`src/dtq_pkg.sv`:
```
package dtq_pkg;

    localparam int TaskW  = 8;
    localparam int DelayW = 16;

    localparam logic [1:0] OP_ADD      = 2'd0;
    localparam logic [1:0] OP_TICK     = 2'd1;
    localparam logic [1:0] OP_DISPATCH = 2'd2;

    localparam logic [1:0] ADD_OK   = 2'd0;
    localparam logic [1:0] ADD_DUP  = 2'd1;
    localparam logic [1:0] ADD_FULL = 2'd2;

    typedef struct packed {
        logic [1:0]        opcode;
        logic [TaskW-1:0]  task_id;
        logic [DelayW-1:0] delay;
    } t_in_item;

    typedef struct packed {
        logic [TaskW-1:0] ready_task;
        logic             ready_found;
        logic [1:0]       add_result;
    } t_out_item;

    typedef struct packed {
        logic              used;
        logic [TaskW-1:0]  task_id;
        logic [DelayW-1:0] delay;
    } t_slot;

    typedef struct packed {
        logic       cap;
        logic       commit;
        logic [1:0] op;
        logic       add_ok;
    } t_cell_ctrl;

endpackage

```
`src/dtq_cell.sv`:
```
module dtq_cell (
    input  logic                      i_clk,
    input  logic                      i_rst_n,
    input  dtq_pkg::t_cell_ctrl       i_ctrl,
    input  logic [dtq_pkg::TaskW-1:0] i_cap_id,
    input  dtq_pkg::t_slot            i_add,
    input  logic                      i_prev_used,
    input  logic                      i_take,
    input  dtq_pkg::t_slot            i_next,
    output dtq_pkg::t_slot            o_slot,
    output logic                      o_match,
    output logic                      o_ready
);

    logic                       r_used;
    logic                       n_used;
    logic [dtq_pkg::TaskW-1:0]  r_task;
    logic [dtq_pkg::TaskW-1:0]  n_task;
    logic [dtq_pkg::DelayW-1:0] r_delay;
    logic [dtq_pkg::DelayW-1:0] n_delay;
    logic                       r_match;
    logic                       r_ready;

    always_comb begin
        n_used  = r_used;
        n_task  = r_task;
        n_delay = r_delay;
        if (i_ctrl.commit) begin
            case (i_ctrl.op)
                dtq_pkg::OP_ADD: begin
                    if (i_ctrl.add_ok && !r_used && i_prev_used) begin
                        n_used  = 1'b1;
                        n_task  = i_add.task_id;
                        n_delay = i_add.delay;
                    end
                end
                dtq_pkg::OP_TICK: begin
                    if (r_used && (r_delay != '0)) begin
                        n_delay = r_delay - dtq_pkg::DelayW'(1);
                    end
                end
                dtq_pkg::OP_DISPATCH: begin
                    if (i_take) begin
                        n_used  = i_next.used;
                        n_task  = i_next.task_id;
                        n_delay = i_next.delay;
                    end
                end
                default: begin
                end
            endcase
        end
    end

    always_ff @(posedge i_clk) begin
        if (!i_rst_n) begin
            r_used  <= 1'b0;
            r_delay <= '0;
        end else begin
            r_used  <= n_used;
            r_delay <= n_delay;
        end
    end

    always_ff @(posedge i_clk) begin
        r_task <= n_task;
        if (i_ctrl.cap) begin
            r_match <= r_used && (r_task == i_cap_id);
            r_ready <= r_used && (r_delay == '0);
        end
    end

    assign o_slot.used    = r_used;
    assign o_slot.task_id = r_task;
    assign o_slot.delay   = r_delay;
    assign o_match        = r_match;
    assign o_ready        = r_ready;

endmodule

```
`src/delayed_task_queue_core.sv`:
```
// Delayed task queue: a row of QUEUE_DEPTH slots, each holding a task id and
// its countdown delay, kept packed from slot 0 upward.
// Input channel (i_in_valid / o_in_stall / i_in_item): one operation per
// transfer. Opcode add places an id not yet queued in the first free slot, tick
// counts down every nonzero delay, dispatch removes the first queued task whose
// delay is zero and moves later slots forward by one.
// Output channel (o_out_valid / i_out_stall / o_out_item): exactly one result
// per operation, held in an output register.
// The transfer edge captures per-slot id match and ready flags, which are then
// resolved across the row, and once the output register is free or being read,
// every slot updates and the result loads. A new operation is not taken until
// the last one has updated the slots; it may be taken while a result waits in
// the output register, and while i_out_stall holds that result, the following
// operation waits before it updates the slots.
// Reset (i_rst_n low, synchronous) empties the queue and drops any result.
module delayed_task_queue_core #(
    parameter int QUEUE_DEPTH = 8
) (
    input  logic               i_clk,
    input  logic               i_rst_n,
    input  logic               i_in_valid,
    output logic               o_in_stall,
    input  dtq_pkg::t_in_item  i_in_item,
    output logic               o_out_valid,
    input  logic               i_out_stall,
    output dtq_pkg::t_out_item o_out_item
);

    logic                r_busy;
    dtq_pkg::t_in_item   r_item;
    logic                r_out_valid;
    dtq_pkg::t_out_item  r_out;
    dtq_pkg::t_out_item  n_out;

    logic                   w_accept;
    logic                   w_commit;
    dtq_pkg::t_cell_ctrl    w_ctrl;
    dtq_pkg::t_slot         w_add;
    dtq_pkg::t_slot         w_slot [QUEUE_DEPTH];
    logic [QUEUE_DEPTH-1:0] w_used;
    logic [QUEUE_DEPTH-1:0] w_match;
    logic [QUEUE_DEPTH-1:0] w_ready;
    logic [QUEUE_DEPTH-1:0] w_first;
    logic [QUEUE_DEPTH-1:0] w_take;
    logic                   w_dup;
    logic                   w_full;
    logic                   w_found;
    logic [dtq_pkg::TaskW-1:0] w_got;

    assign w_accept = i_in_valid && !r_busy;
    assign w_commit = r_busy && (!r_out_valid || !i_out_stall);

    assign w_dup   = |w_match;
    assign w_full  = &w_used;
    assign w_found = |w_ready;
    assign w_first = w_ready & (~w_ready + QUEUE_DEPTH'(1));
    assign w_take  = ~(w_first - QUEUE_DEPTH'(1));

    assign w_ctrl.cap    = w_accept;
    assign w_ctrl.commit = w_commit;
    assign w_ctrl.op     = r_item.opcode;
    assign w_ctrl.add_ok = !w_dup && !w_full;

    assign w_add.used    = 1'b1;
    assign w_add.task_id = r_item.task_id;
    assign w_add.delay   = r_item.delay;

    for (genvar k = 0; k < QUEUE_DEPTH; k++) begin : g_cell
        logic           w_prev;
        dtq_pkg::t_slot w_nb;

        if (k == 0) begin : g_head
            assign w_prev = 1'b1;
        end else begin : g_body
            assign w_prev = w_slot[k-1].used;
        end

        if (k == QUEUE_DEPTH - 1) begin : g_tail
            assign w_nb = '0;
        end else begin : g_mid
            assign w_nb = w_slot[k+1];
        end

        dtq_cell u_cell (
            .i_clk       (i_clk),
            .i_rst_n     (i_rst_n),
            .i_ctrl      (w_ctrl),
            .i_cap_id    (i_in_item.task_id),
            .i_add       (w_add),
            .i_prev_used (w_prev),
            .i_take      (w_take[k]),
            .i_next      (w_nb),
            .o_slot      (w_slot[k]),
            .o_match     (w_match[k]),
            .o_ready     (w_ready[k])
        );

        assign w_used[k] = w_slot[k].used;
    end

    always_comb begin
        w_got = '0;
        for (int k = 0; k < QUEUE_DEPTH; k++) begin
            w_got = w_got | (w_slot[k].task_id & {dtq_pkg::TaskW{w_first[k]}});
        end
    end

    always_comb begin
        n_out = '0;
        case (r_item.opcode)
            dtq_pkg::OP_ADD: begin
                if (w_dup) begin
                    n_out.add_result = dtq_pkg::ADD_DUP;
                end else if (w_full) begin
                    n_out.add_result = dtq_pkg::ADD_FULL;
                end else begin
                    n_out.add_result = dtq_pkg::ADD_OK;
                end
            end
            dtq_pkg::OP_DISPATCH: begin
                n_out.ready_found = w_found;
                n_out.ready_task  = w_got;
            end
            default: begin
            end
        endcase
    end

    always_ff @(posedge i_clk) begin
        if (!i_rst_n) begin
            r_busy      <= 1'b0;
            r_out_valid <= 1'b0;
        end else begin
            if (w_accept) begin
                r_busy <= 1'b1;
            end else if (w_commit) begin
                r_busy <= 1'b0;
            end
            if (w_commit) begin
                r_out_valid <= 1'b1;
            end else if (!i_out_stall) begin
                r_out_valid <= 1'b0;
            end
        end
    end

    always_ff @(posedge i_clk) begin
        if (w_accept) begin
            r_item <= i_in_item;
        end
        if (w_commit) begin
            r_out <= n_out;
        end
    end

    assign o_in_stall  = r_busy;
    assign o_out_valid = r_out_valid;
    assign o_out_item  = r_out;

`ifndef ASSERT_OFF
    a_packed_prefix: assert property (@(posedge i_clk) disable iff (!i_rst_n)
        (w_used & (w_used + QUEUE_DEPTH'(1))) == '0)
        else $error("occupied slots are not a packed prefix");

    a_idle_hold: assert property (@(posedge i_clk) disable iff (!i_rst_n)
        !r_busy |=> $stable(w_used))
        else $error("slot occupancy changed with no operation in flight");

    a_add_grows: assert property (@(posedge i_clk) disable iff (!i_rst_n)
        (w_commit && (r_item.opcode == dtq_pkg::OP_ADD) && w_ctrl.add_ok)
        |=> ($countones(w_used) == $countones($past(w_used)) + 1))
        else $error("accepted add did not occupy exactly one slot");

    a_dispatch_shrinks: assert property (@(posedge i_clk) disable iff (!i_rst_n)
        (w_commit && (r_item.opcode == dtq_pkg::OP_DISPATCH) && w_found)
        |=> ($countones(w_used) + 1 == $countones($past(w_used))))
        else $error("dispatch did not free exactly one slot");

    a_commit_busy: assert property (@(posedge i_clk) disable iff (!i_rst_n)
        $rose(r_out_valid) |-> $past(r_busy))
        else $error("result produced with no operation in flight");
`endif

endmodule

```
`config.mk`:
```
export PLATFORM = sky130hd
export DESIGN_NAME = delayed_task_queue_core
export DESIGN_NICKNAME = d
export VERILOG_FILES = /design/src/dtq_pkg.sv /design/src/dtq_cell.sv /design/src/delayed_task_queue_core.sv
export SDC_FILE = /design/constraint.sdc
export NUM_CORES = 1
export LEC_CHECK = 0
export BUFFER_PORTS_ARGS = -buffer_cell sky130_fd_sc_hd__buf_2
export CAP_MARGIN = 10
export CORE_MARGIN = 4
export CORE_UTILIZATION = 55
export DETAILED_ROUTE_END_ITERATION = 8
export PLACE_DENSITY = 0.72
export REMOVE_ABC_BUFFERS = 1
export SLEW_MARGIN = 0
export SYNTH_ARGS = -nofsm -noshare
export SYNTH_HDL_FRONTEND = slang
export SYNTH_SLANG_ARGS = --single-unit
```
`constraint.sdc`:
```
create_clock -name i_clk -period 10.3 [get_ports i_clk]
set_clock_uncertainty 0.1 [all_clocks]
set_input_delay 0.515 -clock i_clk [delete_from_list [all_inputs] [get_ports i_clk]]
set_output_delay 0.515 -clock i_clk [all_outputs]
set_load 0.005 [all_outputs]
```
==> After elaboration in Yosys (flattened, before gate mapping) <==
Index checks and enable logic that the tools add are counted.
{ "totals": {"ramBits": 0, "in_bits": 30, "n_memories": 0, "rom_bits": 0, "out_inout_bits": 13, "reg_bits": 255, "latchBits": 0} }
{ "classes": {"n_lt_le_gt_ge": 0, "eq_ne": 35, "shift": 0, "n_div": 0, "addsub": 10, "reduce_logical": 96, "mux": 86, "bitwise": 19, "mul": 0} }
{ "ops": {"columns": ["operator", "count"], "rows": [
  ["16-bit 2-to-1 mux", 24],
  ["16-bit case mux with 3 select lines", 8],
  ["16-bit zero test", 8],
  ["8-bit 2-to-1 mux", 16],
  ["8-bit case mux with 2 select lines", 8],
  ["16-bit nonzero test", 8],
  ["16-bit by 1-bit subtractor with 16-bit output, second input constant", 8],
  ["8-bit AND", 9],
  ["8-bit equality test", 8],
  ["8-bit OR", 7],
  ["1-bit logical AND", 42],
  ["5-bit AND reduction", 8],
  ["2-bit by 1-bit != test with 1-bit output, second input constant", 17],
  ["4-bit AND reduction", 8],
  ["1-bit 2-to-1 mux", 21],
  ["2-bit != test, second input constant", 8],
  ["8-bit inverter", 2],
  ["1-bit case mux with 2 select lines", 8],
  ["8-bit OR reduction", 2],
  ["1-bit zero test", 13],
  ["9-bit OR reduction", 1],
  ["8-bit by 1-bit adder with 8-bit output, second input constant", 1],
  ["8-bit AND reduction", 1],
  ["8-bit by 1-bit subtractor with 8-bit output, second input constant", 1],
  ["other kinds (8)", 9]
]} }

==> Longest topological paths before layout <==
{ "depth": {"ltp_word": 11, "depth_mapped": 11, "depth_no_buf": 8} }

==> Hierarchy <==
Synthesis repeated with hierarchy kept, for this count alone.
{ "unflattened": {"hier_cells": 1859, "hier_area_um2": 17061.4} }
{ "modules_own_cells": {"columns": ["mod", "seq_area_each_um2", "instances", "area_each_um2", "cells_per_inst"], "rows": [
  ["dtq_cell (g_cell[0].u_cell ...)", 640.6, 4, 1935.6, 216],
  ["dtq_cell (g_cell[3].u_cell ...)", 640.6, 4, 1856.8, 210],
  ["delayed_task_queue_core", 1151.1, 1, 1891.8, 155]
]} }

==> Worst setup path before layout <==
No wires, ideal clock.
{ "synth_timing": {"path_type": "input -> register", "from": "in i_out_stall", "to": "reg g_cell[6].u_cell.r_used", "arrival_ns": 3.245, "setup_ns": 0.091, "cell_stages": 5, "required_ns": 10.109, "path_buffers": 0, "slack_ns": 6.864, "path_cell_list": "a21boi_0 o21ai_0 a221oi_1 nor2_1 a311oi_1"} }
{ "synth_between": {"elab_chain_cells": 4} }
{ "synth_rtl": {"columns": ["item", "line_no", "rtl"], "rows": [
  ["start: declaration", "delayed_task_queue_core.sv:25", "input logic i_out_stall,"],
  ["1-bit zero test", null, null],
  ["1-bit logical OR", "delayed_task_queue_core.sv:51", "assign w_commit = r_busy && (!r_out_valid || !i_out_stall);"],
  ["1-bit logical AND", "delayed_task_queue_core.sv:51", null],
  ["4-bit AND reduction (no line)", null, null],
  ["end signal: assignment", "dtq_cell.sv:60", "r_used <= n_used;"],
  ["end: declaration", "dtq_cell.sv:15", "logic r_used;"]
]} }
Every way passes these cells.
A chain may end at the register's enable or synchronous reset.

==> Final worst setup path <==
{ "layout_timing": {"from": "reg r_item[24] in the netlist's numbering", "to": "reg g_cell[2].u_cell.r_delay[7] in the netlist's numbering"} }
{ "layout_between": {"elab_chain_cells": 3} }
{ "layout_rtl": {"columns": ["item", "line_no", "rtl"], "rows": [
  ["start: declaration", "delayed_task_queue_core.sv:30", "dtq_pkg::t_in_item r_item;"],
  ["start signal: assignment", "delayed_task_queue_core.sv:149", "r_item <= i_in_item;"],
  ["2-bit by 1-bit equality test with 1-bit output (tied with other cells)", "dtq_cell.sv:29", "case (i_ctrl.op)"],
  ["2-bit by 1-bit != test with 1-bit output (no line) (tied with other cells)", null, null],
  ["5-bit AND reduction (no line)", null, null],
  ["end signal: assignment", "dtq_cell.sv:61", "r_delay <= n_delay;"],
  ["end: declaration", "dtq_cell.sv:19", "logic [dtq_pkg::DelayW-1:0] r_delay;"]
]} }
Parallel ways exist; a longest one is shown, timed or not.

==> results.cfg <==
[outcome]
status = finished clean

[drt]
drtPass1Iterations = 6
wl_per_cell_um = 21.2
vias = 13500
drt-initial-drc-count = 1906
drc_errors = 0
ant_nets = 0
wl_mm = 42.4
via_per_inst = 6.74

[setup_path]
critPathKind = flop to flop
worstPathArrival_ns = 4.70
r2r_slack_ns = 5.97
rr_endpoint = g_cell[2].u_cell.r_delay[7]
rr_worst_depth = 9
required_ns = 10.67
cp-start-kind = flop
cp_max_fo = 72
r2r_start = r_item[24]
crit_start = r_item[24]
critPathCaptureType = flop

[floorplan]
initial_utilization_pct = 56.5
die_h_um = 170
design.die.area_um2 = 28700
io_pins = 43
num_rows = 58
coreArea_um2 = 25400
die_w_um = 170

[synth]
ys_seq_elements = 255
synth.cell_area_um2 = 14400
synth-edff-count = 117
async_flop_share_pct = 0
seq_area_frac_synth_pct = 43.7
syn_avg_cell_area_um2 = 8.55
synth_cell_types = 76
synth.most_common_cell = nand2_1
ys_top_cells_by_area = edfxtp_1 (24%), dfxtp_1 (19%), nand2_1 (6.9%), a21oi_1 (4.7%), o21ai_0 (3.9%)
netlist.area_leader.share_pct = 24.5
yosys-top-cells-count = nand2_1 (263), dfxtp_1 (138), a21oi_1 (136), nor2_1 (118), edfxtp_1 (117)
yosys_warnings = 0
yosysTopAreaCell = edfxtp_1
yosys_most_used_dff = dfxtp_1
synth_cells = 1678

[finish]
utilization_pct = 61.8
fill_cells = 2206
multi_input_area_um2 = 7430
area_delta_synth_final_pct = 9.36
antenna_cells = 0
nNetsFinal = 1694
regArea_um2 = 6280
drive_gt1_share_pct = 8.46

[place]
dp_hpwl_mm = 28.5
place.gp.congestion = 0.906
port_buffers = 42

[cts]
holdBufCountCts = 0
cts_root_buf = clkbuf_16
post_cts_buffers = 0
cts_made_buffers = 28
clock_sinks = 255
cts_tree = done
clk_path_buf_depth = 3
clk_pin_slew_ns = 0.07
clk_latency_ns = 0.55
post_cts_resized = 0
htree_num_levels = 1

[global_routing]
antenna_found_initial = 0
grt_start_max_net_pins = 96
grt_pass1_vias = 12400
grt_use_total_pct = 28.9
overflow = 0
grt_pass1_wl_mm = 68.3

[timing]
setup_viol = 0
finalHoldViolCount = 0
fmax_mhz = 231
fin_setup_tns_ns = 0
slew_headroom_pct = 13.0
slew_violations = 0
fin_crit_sh_pct = 42.1
finalCriticalPeriod_ns = 4.33
rsz0062_at_grt = false
tightest_slew_ns = 1.30

[pwr]
powerDensity_nw_per_um2 = 177
ir_worst_vdd_mv = 0.150
p_leak_nw = 5.57

[worst_hold_path]
hold_class = input port to flop
worstHoldStart = i_in_item[12]
hold_depth = 1
min_to = r_item[12]

[run]
maxCapViolCount = 0
## layout make-up
class                   instances  area share [%]
multi-input cells            1248            47.3
repair buffers                 62            2.30
well taps                     330            2.63
flip-flops and latches        255            40.0
clock inverters                15            1.68
clock buffers                  37            4.93
inverters                      49            1.18
## cells by family after synthesis
group | after synthesis | share of synthesized area (%)
AND/OR/NAND/NOR | 620 | 20.3
AO/OA/AOI/OAI | 540 | 25.3
flip-flops | 255 | 43.7
buffers and inverters | 175 | 4.77
XOR/XNOR | 66 | 4.03
adder cells (fa/ha/maj) | 20 | 1.74
multiplexers | 2 | 0.139
## report_power, final
group          leakage [nW]  internal, W  switching, W
Sequential             2.22      0.00111     0.0000493
Combinational          2.84     0.000163      0.000329
Clock                 0.502     0.000704      0.000422
## stage by stage
step,area (µm²),power [W],cells,hold WS (ns),worst slack [ns]
floorplan,13900,0.00149,1552,0.348,3.44
global placement,14700,0.00165,1944,0.364,6.18
detailed placement,14700,0.00166,1944,0.373,6.11
CTS,15700,0.00277,1996,0.0199,6.08
global route,15700,0.00288,1996,0.0279,5.69
finish,15700,0.00278,1996,0.0370,5.97
## registers in the layout, indices dropped and copies added (netlist names)
name / flops
o_out_item: 11
g_cell.u_cell.o_match: 8
g_cell.u_cell.r_task: 64
g_cell.u_cell.r_delay: 128
o_in_stall: 1
o_out_valid: 1
g_cell.u_cell.r_used: 8
r_item: 26
g_cell.u_cell.o_ready: 8
## critical path, stage by stage, from the launching register on
cell      delay, ns
edfxtp_1       0.42
inv_1          0.11
ha_2           0.16
buf_4          0.54
inv_1          0.58
nor2_4         0.92
buf_4          0.75
a221oi_1       0.19
or2_2          0.30
a21oi_1        0.11
## cells in the final DEF (no fill, tap or decap), types with 10 or more instances in the layout
master and count:
a211oi_1 34, a21oi_1 136, a221o_1 13, a221oi_1 48, a22oi_1 14, a31oi_1 17
buf_2 42, buf_4 20, clkbuf_16 28, dfxtp_1 138, edfxtp_1 117, ha_1 19
inv_1 46, nand2_1 262, nand2b_1 10, nand3_1 36, nand4_1 13, nor2_1 117
nor2b_1 16, nor3_1 45, nor4_1 37, o211ai_1 37, o21ai_0 113, o31ai_1 39
o32ai_1 18, or3_1 20, or4_1 12, xnor2_1 51, xor2_1 15
## routing by layer
| metal | wire length (µm) | track usage (%) | vias up | part of all wire [%] |
|---|---|---|---|---|
| met2 | 18600 | 43.9 | 783 | 44 |
| met5 | 0 | 0 | - | 0 |
| met1 | 17900 | 42.1 | 6346 | 42 |
| met3 | 4600 | 5.71 | 102 | 11 |
| li1 | - | - | 6224 | - |
| met4 | 1320 | 8.72 | 0 | 3.1 |
## how the worst max path moves through the flow
stage,to,slack [ns],cells past startpoint
finish,g_cell[2].u_cell.r_delay[7],5.97,9
global placement,g_cell[2].u_cell.r_delay[7],6.18,9
CTS,g_cell[2].u_cell.r_delay[7],6.08,9
floorplan,g_cell[2].u_cell.r_delay[7],3.44,7
detailed placement,g_cell[2].u_cell.r_delay[7],6.11,9
global route,g_cell[2].u_cell.r_delay[7],5.69,9
No activity file was read; power rests on OpenSTA's default activity.
